## src/rtl/des_pkg.sv

```systemverilog
// Shared widths, constants and types for the diagonal equilibration scaler.
package des_pkg;

	localparam int DataW  = 32;
	localparam int IdxW   = 16;
	localparam int ScaleW = 24;
	localparam int CondW  = 17;
	localparam int OutW   = 112;

	localparam int MaxOrder = 65536;

	localparam int NumW  = 64;
	localparam int DivW  = 31;
	localparam int QuoW  = 49;
	localparam int StepW = 6;
	localparam logic [StepW-1:0] StepsScale = 6'd49;
	localparam logic [StepW-1:0] StepsCond  = 6'd63;

	localparam int RadW    = 50;
	localparam int RootW   = 25;
	localparam int RemW    = 26;
	localparam int SqStepW = 5;
	localparam logic [SqStepW-1:0] SqSteps = 5'd25;

	typedef enum logic [2:0] {
		ST_IDLE,
		ST_PREP,
		ST_DIV,
		ST_SQRT,
		ST_FDIV,
		ST_FSQRT,
		ST_EMIT
	} st_t;

	typedef struct packed {
		logic busy;
		logic done;
	} unit_stat_t;

endpackage

```

## src/rtl/des_div.sv

```systemverilog
// Restoring divider that produces one quotient bit per cycle.
module des_div import des_pkg::*; (
	input  logic                 clk,
	input  logic                 arst_n,
	input  logic                 start,
	input  logic [NumW-1:0]      numerator,
	input  logic [DivW-1:0]      divisor,
	input  logic [StepW-1:0]     steps,
	output logic [QuoW-1:0]      quotient,
	output unit_stat_t           stat
);

	logic [NumW-1:0]  num_q;
	logic [DivW-1:0]  rem_q;
	logic [DivW-1:0]  div_q;
	logic [QuoW-1:0]  quo_q;
	logic [StepW-1:0] cnt_q;
	logic             busy_q;
	logic             done_q;

	logic [DivW:0]    shifted;
	logic [DivW:0]    diff;
	logic             ge;
	logic [DivW-1:0]  rem_nx;

	always_comb begin
		shifted = {rem_q, num_q[NumW-1]};
		diff    = shifted - {1'b0, div_q};
		ge      = shifted >= {1'b0, div_q};
		rem_nx  = ge ? diff[DivW-1:0] : shifted[DivW-1:0];
	end

	always_ff @(posedge clk or negedge arst_n) begin
		if (!arst_n) begin
			busy_q <= 1'b0;
			done_q <= 1'b0;
			cnt_q  <= '0;
		end else begin
			done_q <= 1'b0;
			if (start) begin
				busy_q <= 1'b1;
				cnt_q  <= steps;
			end else if (busy_q) begin
				cnt_q <= cnt_q - StepW'(1);
				if (cnt_q == StepW'(1)) begin
					busy_q <= 1'b0;
					done_q <= 1'b1;
				end
			end
		end
	end

	always_ff @(posedge clk) begin
		if (start) begin
			num_q <= numerator;
			div_q <= divisor;
			rem_q <= '0;
			quo_q <= '0;
		end else if (busy_q) begin
			num_q <= {num_q[NumW-2:0], 1'b0};
			rem_q <= rem_nx;
			quo_q <= {quo_q[QuoW-2:0], ge};
		end
	end

	assign quotient  = quo_q;
	assign stat.busy = busy_q;
	assign stat.done = done_q;

endmodule

```

## src/rtl/des_isqrt.sv

```systemverilog
// Digit-by-digit integer square root that produces one root bit per cycle.
module des_isqrt import des_pkg::*; (
	input  logic             clk,
	input  logic             arst_n,
	input  logic             start,
	input  logic [RadW-1:0]  radicand,
	output logic [RootW-1:0] root,
	output unit_stat_t       stat
);

	logic [RadW-1:0]    rad_q;
	logic [RemW-1:0]    rem_q;
	logic [RootW-1:0]   root_q;
	logic [SqStepW-1:0] cnt_q;
	logic               busy_q;
	logic               done_q;

	logic [RemW+1:0]    shifted;
	logic [RemW+1:0]    trial;
	logic [RemW+1:0]    diff;
	logic               ge;
	logic [RemW-1:0]    rem_nx;

	always_comb begin
		shifted = {rem_q, rad_q[RadW-1 -: 2]};
		trial   = {1'b0, root_q, 2'b01};
		diff    = shifted - trial;
		ge      = shifted >= trial;
		rem_nx  = ge ? diff[RemW-1:0] : shifted[RemW-1:0];
	end

	always_ff @(posedge clk or negedge arst_n) begin
		if (!arst_n) begin
			busy_q <= 1'b0;
			done_q <= 1'b0;
			cnt_q  <= '0;
		end else begin
			done_q <= 1'b0;
			if (start) begin
				busy_q <= 1'b1;
				cnt_q  <= SqSteps;
			end else if (busy_q) begin
				cnt_q <= cnt_q - SqStepW'(1);
				if (cnt_q == SqStepW'(1)) begin
					busy_q <= 1'b0;
					done_q <= 1'b1;
				end
			end
		end
	end

	always_ff @(posedge clk) begin
		if (start) begin
			rad_q  <= radicand;
			rem_q  <= '0;
			root_q <= '0;
		end else if (busy_q) begin
			rad_q  <= {rad_q[RadW-3:0], 2'b00};
			rem_q  <= rem_nx;
			root_q <= {root_q[RootW-2:0], ge};
		end
	end

	assign root      = root_q;
	assign stat.busy = busy_q;
	assign stat.done = done_q;

endmodule

```

## src/rtl/diagonal_equilibration_scaler_top.sv

```systemverilog
// A non-positive element goes PREP to EMIT; a positive one first runs the scale division and root.
// A final item whose elements are all positive also runs the ratio division and root before EMIT.
// One item is in work at a time; the next is accepted the cycle after the result is registered.
// The bit-serial divider (one quotient bit per cycle) and square root (one root bit) do the arithmetic.
// The result register lets the next item start while a result waits on the output.
// Asynchronous active-low reset clears the sequencer, the running statistics and the output valid.
module diagonal_equilibration_scaler_top import des_pkg::*; (
	input  logic             clk,
	input  logic             arst_n,
	input  logic             s_axis_tvalid,
	output logic             s_axis_tready,
	input  logic [DataW-1:0] s_axis_tdata,  // diag_value[31:0]
	input  logic             s_axis_tlast,
	output logic             m_axis_tvalid,
	input  logic             m_axis_tready,
	// scale_factor[23:0], element_index[39:24], largest_diag[71:40], cond_ratio[88:72],
	// status[89], first_bad_index[105:90], zero fill[111:106]
	output logic [OutW-1:0]  m_axis_tdata,
	output logic             m_axis_tlast
);

	st_t state_q, state_nx;

	logic signed [DataW-1:0] d_q, min_q, max_q, d_in;
	logic                    fin_q;
	logic [IdxW-1:0]         idx_q, cnt_q, badpos_q;
	logic                    bad_q;
	logic [ScaleW-1:0]       scale_q;
	logic [CondW-1:0]        cond_q;
	logic                    m_valid_q, m_last_q;
	logic [OutW-1:0]         m_data_q;

	logic accept, d_pos, want_final, out_free;
	logic div_start, div_cond, sq_start, scale_ld, cond_ld, emit;

	logic [NumW-1:0]  div_num;
	logic [DivW-1:0]  div_den;
	logic [StepW-1:0] div_steps;
	logic [QuoW-1:0]  quotient;
	logic [RootW-1:0] root;
	unit_stat_t       div_stat, sq_stat;

	logic [DataW-1:0] o_largest;
	logic [CondW-1:0] o_cond;
	logic             o_status;
	logic [IdxW-1:0]  o_badidx;

	assign d_in       = signed'(s_axis_tdata);
	assign accept     = s_axis_tvalid & s_axis_tready;
	assign d_pos      = !d_q[DataW-1] && (d_q != '0);
	assign want_final = fin_q & !bad_q;
	assign out_free   = !m_valid_q | m_axis_tready;

	always_comb begin
		state_nx = state_q;
		unique case (state_q)
			ST_IDLE: begin
				if (accept) state_nx = ST_PREP;
			end
			ST_PREP: begin
				if (d_pos) state_nx = ST_DIV;
				else if (want_final) state_nx = ST_FDIV;
				else state_nx = ST_EMIT;
			end
			ST_DIV: begin
				if (div_stat.done) state_nx = ST_SQRT;
			end
			ST_SQRT: begin
				if (sq_stat.done) state_nx = want_final ? ST_FDIV : ST_EMIT;
			end
			ST_FDIV: begin
				if (div_stat.done) state_nx = ST_FSQRT;
			end
			ST_FSQRT: begin
				if (sq_stat.done) state_nx = ST_EMIT;
			end
			ST_EMIT: begin
				if (out_free) state_nx = ST_IDLE;
			end
			default: state_nx = ST_IDLE;
		endcase
	end

	always_comb begin
		s_axis_tready = 1'b0;
		div_start     = 1'b0;
		div_cond      = 1'b0;
		sq_start      = 1'b0;
		scale_ld      = 1'b0;
		cond_ld       = 1'b0;
		emit          = 1'b0;
		unique case (state_q)
			ST_IDLE: s_axis_tready = 1'b1;
			ST_PREP: begin
				div_start = d_pos | want_final;
				div_cond  = !d_pos;
			end
			ST_DIV: sq_start = div_stat.done;
			ST_SQRT: begin
				scale_ld  = sq_stat.done;
				div_start = sq_stat.done & want_final;
				div_cond  = 1'b1;
			end
			ST_FDIV: sq_start = div_stat.done;
			ST_FSQRT: cond_ld = sq_stat.done;
			ST_EMIT: emit = out_free;
			default: ;
		endcase
	end

	always_comb begin
		if (div_cond) begin
			div_num   = {min_q[DivW-1:0], {(NumW-DivW){1'b0}}};
			div_den   = max_q[DivW-1:0];
			div_steps = StepsCond;
		end else begin
			div_num   = {1'b1, {(NumW-1){1'b0}}};
			div_den   = d_q[DivW-1:0];
			div_steps = StepsScale;
		end
	end

	des_div u_div (
		.clk       (clk),
		.arst_n    (arst_n),
		.start     (div_start),
		.numerator (div_num),
		.divisor   (div_den),
		.steps     (div_steps),
		.quotient  (quotient),
		.stat      (div_stat)
	);

	des_isqrt u_isqrt (
		.clk      (clk),
		.arst_n   (arst_n),
		.start    (sq_start),
		.radicand ({{(RadW-QuoW){1'b0}}, quotient}),
		.root     (root),
		.stat     (sq_stat)
	);

	always_ff @(posedge clk or negedge arst_n) begin
		if (!arst_n) begin
			state_q   <= ST_IDLE;
			cnt_q     <= '0;
			min_q     <= {1'b0, {(DataW-1){1'b1}}};
			max_q     <= {1'b1, {(DataW-1){1'b0}}};
			bad_q     <= 1'b0;
			badpos_q  <= '0;
			m_valid_q <= 1'b0;
		end else begin
			state_q <= state_nx;
			if (accept) begin
				if (d_in < min_q) min_q <= d_in;
				if (d_in > max_q) max_q <= d_in;
				if ((d_in[DataW-1] || d_in == '0) && !bad_q) begin
					bad_q    <= 1'b1;
					badpos_q <= cnt_q;
				end
			end
			if (emit) begin
				if (fin_q) begin
					cnt_q    <= '0;
					min_q    <= {1'b0, {(DataW-1){1'b1}}};
					max_q    <= {1'b1, {(DataW-1){1'b0}}};
					bad_q    <= 1'b0;
					badpos_q <= '0;
				end else if (cnt_q == IdxW'(MaxOrder - 1)) begin
					cnt_q <= '0;
				end else begin
					cnt_q <= cnt_q + IdxW'(1);
				end
			end
			if (emit) m_valid_q <= 1'b1;
			else if (m_axis_tready) m_valid_q <= 1'b0;
		end
	end

	always_comb begin
		o_largest = fin_q ? max_q : '0;
		o_cond    = fin_q ? cond_q : '0;
		o_status  = fin_q & bad_q;
		o_badidx  = (fin_q && bad_q) ? badpos_q : '0;
	end

	always_ff @(posedge clk) begin
		if (accept) begin
			d_q     <= d_in;
			fin_q   <= s_axis_tlast;
			idx_q   <= cnt_q;
			scale_q <= '0;
			cond_q  <= '0;
		end
		if (scale_ld) scale_q <= root[RootW-1] ? {ScaleW{1'b1}} : root[ScaleW-1:0];
		if (cond_ld) cond_q <= root[CondW-1:0];
		if (emit) begin
			m_data_q <= {6'b0, o_badidx, o_status, o_cond, o_largest, idx_q, scale_q};
			m_last_q <= fin_q;
		end
	end

	assign m_axis_tvalid = m_valid_q;
	assign m_axis_tdata  = m_data_q;
	assign m_axis_tlast  = m_last_q;

endmodule

```

## config.mk

```make
export PLATFORM = sky130hd
export DESIGN_NAME = diagonal_equilibration_scaler_top
export DESIGN_NICKNAME = d
export VERILOG_FILES = /design/src/rtl/des_pkg.sv /design/src/rtl/des_div.sv /design/src/rtl/des_isqrt.sv /design/src/rtl/diagonal_equilibration_scaler_top.sv
export SDC_FILE = /design/constraint.sdc
export NUM_CORES = 1
export LEC_CHECK = 0
export BUFFER_PORTS_ARGS = -buffer_cell sky130_fd_sc_hd__buf_2
export CORE_MARGIN = 8
export CORE_UTILIZATION = 50
export DETAILED_ROUTE_END_ITERATION = 12
export MAX_ROUTING_LAYER = met4
export PLACE_DENSITY = 0.67
export SYNTH_ARGS = -nofsm -noshare
export SYNTH_HDL_FRONTEND = slang
export SYNTH_SLANG_ARGS = --single-unit
```

## constraint.sdc

```tcl
create_clock -name clk -period 9 [get_ports clk]
set_input_delay 0.45 -clock clk [delete_from_list [all_inputs] [get_ports clk]]
set_output_delay 0.45 -clock clk [all_outputs]
set_load 0.01 [all_outputs]
```

==> results by group <==
Run status
  – Result of the run: completed

Detailed routing
  – Via density per instance: ~5.6
  – Iteration-0 DRC count of the detailed router: ~1400
  – Routed via count: roughly 19000
  – Total Routed Length: between 60000 and 70000 um
  – Routed length per instance: ~18 um
  – Number of remaining DRC errors: 0
  – Count of antenna-violating nets left after detailed routing: 0
  – Initial DRT Pass Iterations: 5

Logic synthesis
  – Distinct cell type count after synthesis: 75
  – Most used flip-flop cell after synthesis: edfxtp_1
  – Synthesis-stage register bit count: approximately 560
  – Cell area after synthesis: 26500 sq um
  – Number of enable-type register cells in the synthesized netlist: slightly above 300
  – Share of flip-flops with an asynchronous set or reset: 0.209
  – Synth Area per Inst: 10.5 sq um
  – Synthesized instance count: 2531
  – Cell taking the most area after synthesis: edfxtp_1
  – Proportion of synthesized chip area in sequential cells: 0.561
  – Cells taking the most area after synthesis: edfxtp_1 (35%), dfxtp_1 (10%), dfrtp_1 (7.9%), ha_1 (6.0%), nand2_1 (4.7%)
  – Yosys Warn Count: 0
  – Yosys top cell area share: 0.350

Timing
  – Slew at the pin closest to its max-slew limit: 1.17 ns
  – Fin crit share: 0.495
  – Slew HR: 0.219
  – Final setup slack of the worst path: roughly 4.5 ns
  – Clock skew: ~0.017 ns
  – Count of final hold-check violations: 0
  – Setup-violating endpoint count in the final report: 0
  – Highest clock frequency the design can meet: 225 MHz
  – Final critical-path required period: 4.45 ns
  – Final slew viol count: 0
  – Unrepaired setup endpoints after global routing: no
  – Sum Neg Setup Slack: 0 ns

Floorplan
  – Full die area: 60500 sq um
  – Number of cell rows: 84
  – Core Box Area: approximately 52000 sq um
  – Die outline height: 246 um
  – Horizontal extent of the die: between 200 and 250 um
  – Number of I/O pins: roughly 150
  – Starting utilization of the core area: 0.505

Run
  – Max capacitance violation total: 0

Clock network
  – H-Tree Depth: 2
  – TritonCTS sink count: 556
  – Number of clock buffers inserted by TritonCTS: between 50 and 60
  – Clock transition time at the flip-flop clock pins of the worst setup and hold paths: 0.06 ns
  – Setup repair bufs after CTS: 0
  – Clock tree from TritonCTS: done
  – Deepest clock path buffer count: 3
  – Latest clock arrival within the worst-skew pair: 0.62 ns
  – CTS root buffer: clkbuf_16

Power
  – Switching share of power: 0.371
  – Part of the total power dissipated in sequential elements: 0.380
  – Worst voltage drop across the vdd grid: 183 uV
  – Internal power of the cells: 6550 uW
  – Leakage: 0.0128 uW
  – Switching Power: approximately 3900 uW
  – Pwr dens: 351 nW/um^2
  – Relative contribution of the clock network to total power: 0.236
  – Combinational cell fraction of total power: 0.384

GRT
  – Met2 Use GR: 0.325
  – Largest net degree at the start of global routing: 92
  – Global routing met1 resource utilization: 0.262
  – Initial antenna violation count: 1
  – Final global-route overflow total: 0
  – Vias in the first global route: 18700
  – Wire length of the first global-routing pass: 98200 um
  – Overall routing resource usage: 0.202
  – Global routing's busiest layer: met2
  – Met3 layer usage reported by global route: 0.0306

Setup path
  – Crit path kind: reg2reg
  – FF-to-FF setup slack: 4.55 ns
  – Kind of start point of the critical path: flip-flop
  – Worst endpoint required time: between 9 and 10 ns
  – Number of cells on the worst reg-to-reg path: 8
  – Reg-to-Reg End: u_div.num_q[61]$_DFFE_PP_
  – Startpoint of the worst-slack reg-to-reg timing path: d_q[8]$_DFFE_PP_
  – Largest fanout on the critical path: 63
  – Crit path capture type: flip-flop
  – Arrival time of the worst setup path: around 4.8 ns

Placed design
  – Port Buf Inserts: 145
  – GPL Wtd Cong: 0.899
  – Total half-perimeter wirelength after legalization and detailed placement: roughly 41000 um
  – Worst setup slack before clock tree synthesis: ~4.6 ns
  – Post-placement cell area: 27700 sq um

Min path
  – Kind of path behind the tightest hold check: in2reg
  – Worst hold path cell count: 1
  – Worst hold path endpoint: fin_q$_DFFE_PP_
  – Worst Hold Launch: s_axis_tlast

Final layout
  – Layout Nets: ~2800
  – Area added between synthesis and finish: 12.0%
  – Final cell area excluding filler cells: around 30000 sq um
  – Count of fill cells added during filler insertion: around 4600
  – Top library cells by usage in the layout, fill and taps aside: nand2_1 (334), edfxtp_1 (308), nor2_1 (185), inv_1 (174), o21ai_0 (170)
  – Most common cell after layout, fill and taps aside: nand2_1
  – Ratio of cells with drive above 1 in the final layout: 0.128
-- power by group through the flow --
stage	clock, uW	combinational [uW]	sequential [uW]
final	2460	4000	3950
after global placement	0	3870	3970
after floorplan	0	3060	3890
after global routing	2610	4490	4030
after CTS	2510	4000	3950
after detailed placement	0	3970	4000
-- synthesized netlist by cell type, drive strengths merged (10+ instances only) --
cell type  count
nand2        334
edfxtp       308
nor2         185
inv          179
o21ai        175
a21oi        159
dfxtp        132
ha           126
mux2i        105
clkbuf        97
dfrtp         84
and2          63
nand3         61
nor3          49
xnor2         39
o31ai         38
a31oi         37
buf           36
a21o          32
dfstp         32
nand4         31
and3          30
xor2          21
nor4          18
a211oi        16
nand2b        15
nor2b         12
o21a          12
o211ai        10
-- flip-flops by register name, summed over array words and instances (netlist names), 32 cells and up --
signal / count
d_q: 32
max_q: 32
u_isqrt.rad_q: 50
m_axis_tdata: 106
u_div.quotient: 49
min_q: 32
-- kinds of logic after synthesis --
family | synth area share
other | 0.000142
adders and majority gates | 0.0603
muxes | 0.0415
xor gates and xnor gates | 0.0199
DFF | 0.561
AOI/OAI and AO/OA | 0.124
and+or+nand+nor | 0.146
buffers and inverters | 0.0481
-- metal layers --
layer  part of all wire  vias up  wire length, um
li1                   -     9157                -
met1               0.44     9078            26600
met2               0.48      494            28600
met3              0.053      117             3200
met4              0.029        0             1740
met5                  0        -                0
-- worst max-delay path, stage by stage (launching register included) --
cell and delay, ns:
edfxtp_1 0.41, nor4_1 0.39, nand4_1 0.25, o21bai_1 0.46, nor2_1 0.16, o21ai_4 0.87
buf_4 0.66, nand2b_1 0.53, buf_4 0.40
-- worst max path at each step --
stage	from	endpoint	slack, ns	cells past startpoint
6_report	d_q[8]$_DFFE_PP_	u_div.num_q[61]$_DFFE_PP_	4.55	8
5_1_grt	d_q[8]$_DFFE_PP_	u_div.quotient[0]$_SDFFE_PP0P_	4.14	9
4_1_cts	d_q[0]$_DFFE_PP_	u_div.quotient[0]$_SDFFE_PP0P_	4.57	9
3_5_place_dp	d_q[0]$_DFFE_PP_	u_div.quotient[0]$_SDFFE_PP0P_	4.60	9
3_3_place_gp	d_q[3]$_DFFE_PP_	u_div.quotient[0]$_SDFFE_PP0P_	4.77	9
2_1_floorplan	state_q[2]$_DFFE_PN0P_	max_q[22]$_DFF_PN0_	4.91	9
-- area by class of cell --
type                            count  area, sq um  share of cell area
Clock buffer                       80         1620              0.0545
Antenna cell                        1         2.50           0.0000844
Sequential cell                   556        14800               0.501
Multi-Input combinational cell   1666        10400               0.351
Clock inverter                     30          347              0.0117
Inverter                          181          682              0.0230
Tap cell                          688          861              0.0290
Timing Repair Buffer              165          881              0.0297
-- repair_timing --
action	in CTS	in global routing
resized for setup	0	0
hold endpoints to repair	35	0
hold buffers	1	0
-- metrics by stage --
step | utilization | std cells | hold WS (ns) | power [uW]
finish | 0.565 | 3367 | 0.0529 | 10400
global route | 0.565 | 3367 | 0.0369 | 11100
CTS | 0.565 | 3366 | 0.0119 | 10500
detailed placement | 0.527 | 3255 | 0.405 | 7970
global placement | 0.527 | 3255 | 0.401 | 7830
floorplan | - | 2536 | 0.154 | 6950
Power figures use the tool's default switching activity.
